--- src/rtl/core/pdx_pkg.sv ---
// Package for the packet deframer with XOR check.
// Holds sizes, register indexes, the controller state type and the
// command and status structs shared by the controller and the datapath.
package pdx_pkg;

	// Payload buffer size and derived address width.
	localparam int PAYLOAD_DEPTH = 64;
	localparam int ADDR_W        = $clog2(PAYLOAD_DEPTH);

	// Field widths fixed by the interface.
	localparam int BYTE_W = 8;
	localparam int LEN_W  = 7;
	localparam int ID_W   = 16;

	// Reset values of the configuration registers.
	localparam logic [BYTE_W-1:0] START_BYTE_RST = 8'd170;
	localparam logic [LEN_W-1:0]  MAX_LEN_RST    = 7'd64;

	// Configuration register indexes.
	typedef enum logic {
		REG_START_BYTE = 1'b0,
		REG_MAX_LENGTH = 1'b1
	} reg_idx_t;

	// Input item kinds.
	localparam logic KIND_BYTE  = 1'b0;
	localparam logic KIND_ERROR = 1'b1;

	// Parser phases, plus the emission run of a good packet.
	typedef enum logic [2:0] {
		ST_HUNT  = 3'd0,
		ST_ID_LO = 3'd1,
		ST_ID_HI = 3'd2,
		ST_LEN   = 3'd3,
		ST_DATA  = 3'd4,
		ST_CHECK = 3'd5,
		ST_EMIT  = 3'd6
	} state_t;

	// Commands from the controller to the datapath.
	typedef struct packed {
		logic ld_id_lo;    // take the low id byte, seed the XOR
		logic ld_id_hi;    // take the high id byte
		logic ld_len;      // take the length, clear the fill count
		logic st_data;     // store a payload byte
		logic emit_start;  // rewind the count for the emission run
		logic emit_empty;  // present the result of an empty packet
		logic rd_issue;    // read the next payload byte for output
	} cmd_t;

	// Status from the datapath to the controller.
	typedef struct packed {
		logic start_match; // byte equals the start byte
		logic len_bad;     // length byte beyond the effective limit
		logic rx_zero;     // received byte is zero
		logic len_zero;    // stored length is zero
		logic count_last;  // the count points at the final payload byte
		logic xor_ok;      // byte equals the running XOR
		logic rd_ready;    // the read stage can take a new byte
		logic pipe_empty;  // no result held in the read or output stage
	} status_t;

endpackage

--- src/rtl/core/packet_deframer_xor_check.sv ---
// Packet deframer with XOR check: receives serial bytes and line errors
// and emits the payload bytes of frames whose checksum is good.
// Instantiates pdx_ctrl and pdx_datapath; depends on pdx_pkg.
//
// Input channel: one item per byte (kind 0) or line error (kind 1),
// taken when in_valid is high and in_stall low. While a frame is parsed
// an item is taken every cycle. After a good checksum byte of a non-empty
// packet the input is stalled while the payload buffer is read out at one
// byte per cycle when the receiver does not stall. Each payload byte passes
// through the read stage into the output register; the single result of
// an empty packet is loaded straight into the output register. The rate of
// the run is set by the single read port of the payload buffer.
// Output channel: out_valid with out_stall from the receiver. A stalled
// result holds; the emission run waits behind it, and a checksum byte is
// not taken while results of the previous packet are still held.
// Configuration: cfg_we with cfg_index (0 start byte, 1 maximum length)
// and cfg_data, written only while the block is idle, a rule binding the
// user that the block does not enforce. Reset clears the parser to the
// hunt for a start byte and the registers to start byte 170 and maximum
// length 64; the payload buffer is not cleared and needs no clearing pass.
module packet_deframer_xor_check import pdx_pkg::*; (
	input  logic              clk,
	input  logic              arst_n,
	input  logic              cfg_we,
	input  logic              cfg_index,
	input  logic [BYTE_W-1:0] cfg_data,
	input  logic              in_valid,
	output logic              in_stall,
	input  logic              kind,
	input  logic [BYTE_W-1:0] rx_data,
	output logic              out_valid,
	input  logic              out_stall,
	output logic [ID_W-1:0]   packet_id,
	output logic [LEN_W-1:0]  packet_length,
	output logic [ADDR_W-1:0] byte_index,
	output logic [BYTE_W-1:0] payload_byte,
	output logic              has_payload,
	output logic              last
);

	cmd_t    cmd;
	status_t sts;

	// Controller.
	pdx_ctrl u_ctrl (
		.clk      (clk),
		.arst_n   (arst_n),
		.in_valid (in_valid),
		.in_stall (in_stall),
		.kind     (kind),
		.sts      (sts),
		.cmd      (cmd)
	);

	// Datapath.
	pdx_datapath u_datapath (
		.clk           (clk),
		.arst_n        (arst_n),
		.cfg_we        (cfg_we),
		.cfg_index     (cfg_index),
		.cfg_data      (cfg_data),
		.rx_data       (rx_data),
		.cmd           (cmd),
		.sts           (sts),
		.out_valid     (out_valid),
		.out_stall     (out_stall),
		.packet_id     (packet_id),
		.packet_length (packet_length),
		.byte_index    (byte_index),
		.payload_byte  (payload_byte),
		.has_payload   (has_payload),
		.last          (last)
	);

`ifndef SYNTHESIS
	// An empty-packet result is only produced into an empty output path.
	assert property (@(posedge clk) disable iff (!arst_n)
		cmd.emit_empty |-> sts.pipe_empty)
		else $error("empty packet result while output path busy");

	// A result without payload is always the final one of its packet.
	assert property (@(posedge clk) disable iff (!arst_n)
		(out_valid && !has_payload) |-> last)
		else $error("empty result not marked last");

	// A payload result lies inside its packet.
	assert property (@(posedge clk) disable iff (!arst_n)
		(out_valid && has_payload) |-> ({1'b0, byte_index} < packet_length))
		else $error("byte index beyond packet length");

	// The final payload result carries the last position of the packet.
	assert property (@(posedge clk) disable iff (!arst_n)
		(out_valid && has_payload && last) |->
		(({1'b0, byte_index} + LEN_W'(1)) == packet_length))
		else $error("last marker on wrong byte");
`endif

endmodule

--- src/rtl/core/pdx_ctrl.sv ---
// Controller state machine of the packet deframer.
// Depends on pdx_pkg for the state type and the command and status structs.
module pdx_ctrl import pdx_pkg::*; (
	input  logic    clk,
	input  logic    arst_n,
	input  logic    in_valid,
	output logic    in_stall,
	input  logic    kind,
	input  status_t sts,
	output cmd_t    cmd
);

	state_t state_q, state_d;
	logic   acc;
	logic   byte_acc;

	// State register.
	always_ff @(posedge clk or negedge arst_n) begin
		if (!arst_n) begin
			state_q <= ST_HUNT;
		end else begin
			state_q <= state_d;
		end
	end

	// Input is held off during the emission run, and at the checksum while
	// results of the previous packet still wait in the output path.
	always_comb begin
		in_stall = 1'b0;
		if (state_q == ST_EMIT) begin
			in_stall = 1'b1;
		end else if (state_q == ST_CHECK && !sts.pipe_empty) begin
			in_stall = 1'b1;
		end
	end

	assign acc      = in_valid && !in_stall;
	assign byte_acc = acc && (kind == KIND_BYTE);

	// Next state and commands.
	always_comb begin
		state_d = state_q;
		cmd     = '0;
		unique case (state_q)
			ST_HUNT: begin
				if (byte_acc && sts.start_match) begin
					state_d = ST_ID_LO;
				end
			end
			ST_ID_LO: begin
				if (byte_acc) begin
					cmd.ld_id_lo = 1'b1;
					state_d      = ST_ID_HI;
				end
			end
			ST_ID_HI: begin
				if (byte_acc) begin
					cmd.ld_id_hi = 1'b1;
					state_d      = ST_LEN;
				end
			end
			ST_LEN: begin
				if (byte_acc) begin
					if (sts.len_bad) begin
						state_d = ST_HUNT;
					end else begin
						cmd.ld_len = 1'b1;
						state_d    = sts.rx_zero ? ST_CHECK : ST_DATA;
					end
				end
			end
			ST_DATA: begin
				if (byte_acc) begin
					cmd.st_data = 1'b1;
					if (sts.count_last) begin
						state_d = ST_CHECK;
					end
				end
			end
			ST_CHECK: begin
				if (byte_acc) begin
					state_d = ST_HUNT;
					if (sts.xor_ok) begin
						if (sts.len_zero) begin
							cmd.emit_empty = 1'b1;
						end else begin
							cmd.emit_start = 1'b1;
							state_d        = ST_EMIT;
						end
					end
				end
			end
			ST_EMIT: begin
				cmd.rd_issue = sts.rd_ready;
				if (sts.rd_ready && sts.count_last) begin
					state_d = ST_HUNT;
				end
			end
			default: begin
				state_d = ST_HUNT;
			end
		endcase

		// A line error that is taken sends the parser back to the hunt from any phase.
		if (acc && kind == KIND_ERROR) begin
			state_d = ST_HUNT;
		end
	end

endmodule

--- src/rtl/core/pdx_datapath.sv ---
// Datapath of the packet deframer: configuration registers, frame fields,
// running XOR, payload buffer, read stage and output register.
// Depends on pdx_pkg for sizes and the command and status structs.
module pdx_datapath import pdx_pkg::*; (
	input  logic              clk,
	input  logic              arst_n,
	input  logic              cfg_we,
	input  logic              cfg_index,
	input  logic [BYTE_W-1:0] cfg_data,
	input  logic [BYTE_W-1:0] rx_data,
	input  cmd_t              cmd,
	output status_t           sts,
	output logic              out_valid,
	input  logic              out_stall,
	output logic [ID_W-1:0]   packet_id,
	output logic [LEN_W-1:0]  packet_length,
	output logic [ADDR_W-1:0] byte_index,
	output logic [BYTE_W-1:0] payload_byte,
	output logic              has_payload,
	output logic              last
);

	logic [BYTE_W-1:0] start_byte_q;
	logic [LEN_W-1:0]  max_len_q;
	logic [ID_W-1:0]   frame_id_q;
	logic [LEN_W-1:0]  frame_len_q;
	logic [LEN_W-1:0]  fill_q;
	logic [BYTE_W-1:0] xor_q;
	logic [BYTE_W-1:0] mem [PAYLOAD_DEPTH];

	logic              rd_valid_s1;
	logic [ADDR_W-1:0] rd_idx_s1;
	logic [BYTE_W-1:0] rd_data_s1;
	logic              rd_last_s1;
	logic [ID_W-1:0]   rd_id_s1;
	logic [LEN_W-1:0]  rd_len_s1;

	logic [LEN_W-1:0]  limit;
	logic [LEN_W-1:0]  fill_next;
	logic              out_free;

	// Configuration registers.
	always_ff @(posedge clk or negedge arst_n) begin
		if (!arst_n) begin
			start_byte_q <= START_BYTE_RST;
			max_len_q    <= MAX_LEN_RST;
		end else if (cfg_we) begin
			unique case (reg_idx_t'(cfg_index))
				REG_START_BYTE: start_byte_q <= cfg_data;
				REG_MAX_LENGTH: max_len_q    <= cfg_data[LEN_W-1:0];
				default: ;
			endcase
		end
	end

	// The effective length limit is capped by the buffer depth.
	assign limit = (max_len_q > LEN_W'(PAYLOAD_DEPTH)) ? LEN_W'(PAYLOAD_DEPTH) : max_len_q;
	assign fill_next = fill_q + LEN_W'(1);

	// Frame fields, running XOR and fill or emission count.
	always_ff @(posedge clk) begin
		if (cmd.ld_id_lo) begin
			frame_id_q[BYTE_W-1:0] <= rx_data;
			xor_q                  <= rx_data;
		end
		if (cmd.ld_id_hi) begin
			frame_id_q[ID_W-1:BYTE_W] <= rx_data;
			xor_q                     <= xor_q ^ rx_data;
		end
		if (cmd.ld_len) begin
			frame_len_q <= rx_data[LEN_W-1:0];
			xor_q       <= xor_q ^ rx_data;
			fill_q      <= '0;
		end
		if (cmd.st_data) begin
			xor_q  <= xor_q ^ rx_data;
			fill_q <= fill_next;
		end
		if (cmd.emit_start) begin
			fill_q <= '0;
		end
		if (cmd.rd_issue) begin
			fill_q <= fill_next;
		end
	end

	// Payload buffer: one write port for filling, one registered read port.
	// The read stage carries the id and length of its packet, since the next
	// frame may load new ones before a stalled byte has left.
	always_ff @(posedge clk) begin
		if (cmd.st_data) begin
			mem[fill_q[ADDR_W-1:0]] <= rx_data;
		end
		if (cmd.rd_issue) begin
			rd_data_s1 <= mem[fill_q[ADDR_W-1:0]];
			rd_idx_s1  <= fill_q[ADDR_W-1:0];
			rd_last_s1 <= (fill_next == frame_len_q);
			rd_id_s1   <= frame_id_q;
			rd_len_s1  <= frame_len_q;
		end
	end

	assign out_free = !out_valid || !out_stall;

	// Read stage occupancy.
	always_ff @(posedge clk or negedge arst_n) begin
		if (!arst_n) begin
			rd_valid_s1 <= 1'b0;
		end else if (cmd.rd_issue) begin
			rd_valid_s1 <= 1'b1;
		end else if (out_free) begin
			rd_valid_s1 <= 1'b0;
		end
	end

	// Output register occupancy.
	always_ff @(posedge clk or negedge arst_n) begin
		if (!arst_n) begin
			out_valid <= 1'b0;
		end else if (out_free) begin
			out_valid <= rd_valid_s1 || cmd.emit_empty;
		end
	end

	// Output payload: a buffered byte, or the single result of an empty packet.
	always_ff @(posedge clk) begin
		if (out_free && rd_valid_s1) begin
			packet_id     <= rd_id_s1;
			packet_length <= rd_len_s1;
			byte_index    <= rd_idx_s1;
			payload_byte  <= rd_data_s1;
			has_payload   <= 1'b1;
			last          <= rd_last_s1;
		end else if (out_free && cmd.emit_empty) begin
			packet_id     <= frame_id_q;
			packet_length <= frame_len_q;
			byte_index    <= '0;
			payload_byte  <= '0;
			has_payload   <= 1'b0;
			last          <= 1'b1;
		end
	end

	// Status towards the controller.
	always_comb begin
		sts.start_match = (rx_data == start_byte_q);
		sts.len_bad     = (rx_data > {1'b0, limit});
		sts.rx_zero     = (rx_data == '0);
		sts.len_zero    = (frame_len_q == '0);
		sts.count_last  = (fill_next == frame_len_q);
		sts.xor_ok      = (rx_data == xor_q);
		sts.rd_ready    = !rd_valid_s1 || out_free;
		sts.pipe_empty  = !rd_valid_s1 && !out_valid;
	end

endmodule
--- config.mk ---
export PLATFORM = sky130hd
export DESIGN_NAME = packet_deframer_xor_check
export DESIGN_NICKNAME = d
export VERILOG_FILES = /design/src/rtl/core/pdx_pkg.sv /design/src/rtl/core/packet_deframer_xor_check.sv /design/src/rtl/core/pdx_ctrl.sv /design/src/rtl/core/pdx_datapath.sv
export SDC_FILE = /design/constraint.sdc
export NUM_CORES = 1
export LEC_CHECK = 0
export BUFFER_PORTS_ARGS = -buffer_cell sky130_fd_sc_hd__buf_2
export CORE_ASPECT_RATIO = 0.6
export CORE_MARGIN = 2
export CORE_UTILIZATION = 35
export CTS_CLUSTER_SIZE = 40
export DETAILED_ROUTE_END_ITERATION = 8
export HOLD_SLACK_MARGIN = 0.12
export MAX_ROUTING_LAYER = met4
export SLEW_MARGIN = 20
export SYNTH_ARGS = -nofsm -noshare
export SYNTH_HDL_FRONTEND = slang
export SYNTH_SLANG_ARGS = --single-unit
--- constraint.sdc ---
create_clock -name clk -period 3.6 [get_ports clk]
set_clock_uncertainty 0.05 [all_clocks]
set_input_delay 0.72 -clock clk [delete_from_list [all_inputs] [get_ports clk]]
set_output_delay 0.72 -clock clk [all_outputs]
set_load 0.03 [all_outputs]
==> metrics.cfg <==
[die]
placementRows = 77
ios = 64
start_util_pct = 35.2
die_w_um = 355
die_h_um = 215
dieArea_um2 = 76100
core_region_area_um2 = 73400

[grt]
overflow = 0
grtUsageTotal_pct = 18.3
grt_pass1_wl_um = 99600
grt_max_degree = 72
grt_pass1_vias = 14160
antenna_found_initial = 6

[logic_synthesis]
ys.flop_type = edfxtp_1
synth-edff-count = 626
synthMuxAreaShare_pct = 9.91
async_reset_ff_share_pct = 3.09
synth_cells = 1483
synth_nets = 1514
yosys_warnings = 0
ys_seq_area_share_pct = 74.7
netlist_area_um2 = 25900
synth.top_cells.by_area = edfxtp_1 (73%), mux4_2 (4.5%), mux2_2 (3.1%)
yosysTopAreaCell = edfxtp_1
synth_seq_cells = 647
yosys.cell_types.count = 70
synth_compound_area_share_pct = 6.19
synth_top_family_by_area = multiplexers
synthAdderAreaFrac_pct = 0.387
synth_top_area_share_pct = 72.7
synth.avg_cell_area_um2 = 17.4
synthXorXnorAreaFrac_pct = 1.38
yosys.area_share.simple_pct = 5.31

[drt]
drtIter0Drc = 2606
wl_um = 68700
first_pass_iters = 5
avgRoutedWirePerCell_um = 25.6
vias = 14654
remaining_drc_errors = 0
vias_per_cell = 5.46
ant_nets = 0

[critical_path]
reg2reg_depth = 8
cp.required_ns = 3.90
critPathKind = flip-flop to flip-flop
worstSetupStartpointType = flip-flop
cp_slowest_cell = or4b_1
cp.buffers_inverters = 2
worstPathMaxFanout = 13
crit_chain = buf_4, buf_4, mux2_2, a22oi_1, o22ai_1, o21ai_0, o221ai_1, or4b_1
cp.arrival_ns = 3.44
crit_top_cell = buf_4
cp.depth = 8
end_kind = flip-flop
slowest_delay_ns = 0.56
cp_top_family = compound AO/OA/AOI/OAI gates

[placement]
port_buffers = 63
dpl_cell_area_um2 = 28000
dp_hpwl_um = 45000
place_congestion = 0.898

[outcome]
status = finished, final reports clean

[final_layout]
nFillCells = 6605
drive_gt1_share_pct = 25.0
synthToLayoutAreaGrowth_pct = 15.0
design_area_um2 = 29700
num-nets-final = 1680

[sta]
rsz0062_at_grt = false
tightest_slew_ns = 1.17
slew_violations = 0
slew_headroom_pct = 22.1
finalSetupViolCount = 0
fmax_ghz = 0.318
period_share_pct = 87.3
hold_viol_final = 0
period_needed_ns = 3.14
setup_tns_ns = 0

[cts]
cts_setup_buffers = 0
cts_buffers = 55
htree_levels = 2
cts_tree = done
cts_hold_buf = 1
insertion_delay_ns = 0.61
clk_pin_slew_ns = 0.07
cts_sinks = 647
post_cts_resized = 0
clockBufferDepth = 3
root_buffer = clkbuf_16

[min_path]
hold_depth = 2
holdCritPathClass = input pin to flip-flop

[pwr]
power_density_nw_per_um2 = 591
power_leakage_nw = 9.87
ir_worst_vdd_v = 0.000412

[run]
drv_cap = 0

[final cells by class]
class / instances / area [um^2] / area share (%)
flip-flops and latches: 647 / 19300 / 65.0
clock inverters: 33 / 284 / 0.955
diodes: 4 / 10.0 / 0.0337
well taps: 987 / 1230 / 4.15
multi-input cells: 739 / 6010 / 20.2
clock buffers: 67 / 1420 / 4.78
repair buffers: 196 / 1420 / 4.76
inverters: 10 / 37.5 / 0.126
[final timing paths]
path,end,slack (ns),from
max in group asynchronous,u_datapath.max_len_q[6],2.57,arst_n
max,u_datapath.rd_data_s1[4],0.46,u_datapath.fill_q[0]
min reg2reg,u_datapath.rd_id_s1[2],0.39,u_datapath.frame_id_q[2]
max reg2reg,u_datapath.rd_data_s1[4],0.46,u_datapath.fill_q[0]
min,u_datapath.out_valid,0.32,out_stall
min in group asynchronous,u_datapath.start_byte_q[2],0.57,arst_n
[logic make-up after synthesis]
group	count (synthesis)
adder cells (fa/ha/maj)	8
flip-flops	647
multiplexers	181
XOR/XNOR	40
AND/OR/NAND/NOR	295
AO/OA/AOI/OAI	215
buffers and inverters	97
[layout by cell type (no fill, tap or decap), drive strengths merged, types with 8 or more instances in the layout]
cell type	instances
o221ai	8
a21oi	32
nor3	13
o22ai	22
a22oi	25
mux2	74
and3	19
nand3	15
nand2	65
a22o	13
ha	8
mux2i	55
clkinv	25
nor2b	13
buf	195
inv	13
clkbuf	67
o21ai	26
mux4	52
xnor2	12
nor2	124
edfxtp	626
a221oi	50
xor2	28
dfrtp	15
[metrics by stage]
stage	instances	total power, mW	utilization [%]	setup slack [ns]	hold WS, ns
6_report	2683	17.6	40.5	0.458	0.315
5_1_grt	2682	18.2	40.5	0.327	0.308
4_1_cts	2679	17.6	40.5	0.545	0.293
3_5_place_dp	2578	11.8	38.2	0.429	0.381
3_3_place_gp	2578	11.8	38.2	0.434	0.384
2_1_floorplan	1483	10.7	-	0.172	0.372
[report_power, final]
| part | switching, mW | internal (mW) |
|---|---|---|
| Clock | 2.68 | 3.16 |
| Sequential | 0.132 | 8.52 |
| Combinational | 2.00 | 1.09 |
| Total | 4.81 | 12.8 |
[Yosys cell counts, drive strengths merged (3+ instances only)]
master,instances
a221o,3
o2bb2ai,7
nor2,124
edfxtp,626
mux2,74
nor4,6
nand3,15
or2,3
o211ai,5
and2,6
or4,3
mux4,52
ha,8
nand4,7
nand3b,6
dfrtp,15
a211o,3
a221oi,50
o22ai,22
a21oi,32
o221ai,8
o22a,4
nand2b,6
and3,19
clkbuf,35
nor2b,13
a22oi,25
dfstp,5
nor3,13
xor2,28
nand2,65
buf,52
a22o,13
a31oi,5
inv,10
o21ai,26
xnor2,12
mux2i,55
[routing by layer]
layer / GRT usage, % / vias up / part of all wire [%]
li1: - / 6238 / -
met1: 29.3 / 7526 / 47
met2: 22.8 / 797 / 39
met3: 5.16 / 93 / 12
met4: 3.04 / 0 / 1.3
met5: - / - / 0
[sequential cells by signal, indices dropped and copies added (netlist names), 3 cells and up]
register                  cells
u_datapath.frame_len_q        7
u_datapath.start_byte_q       8
u_datapath.packet_id         16
u_datapath.payload_byte       8
u_datapath.rd_idx_s1          6
u_datapath.rd_len_s1          7
u_datapath.fill_q             7
u_datapath.rd_id_s1          16
u_datapath.xor_q              8
u_ctrl.state_q                3
u_datapath.mem              512
u_datapath.max_len_q          7
u_datapath.byte_index         6
u_datapath.rd_data_s1         8
u_datapath.frame_id_q        16
u_datapath.packet_length      7
No activity file was read; power rests on OpenSTA's default activity.
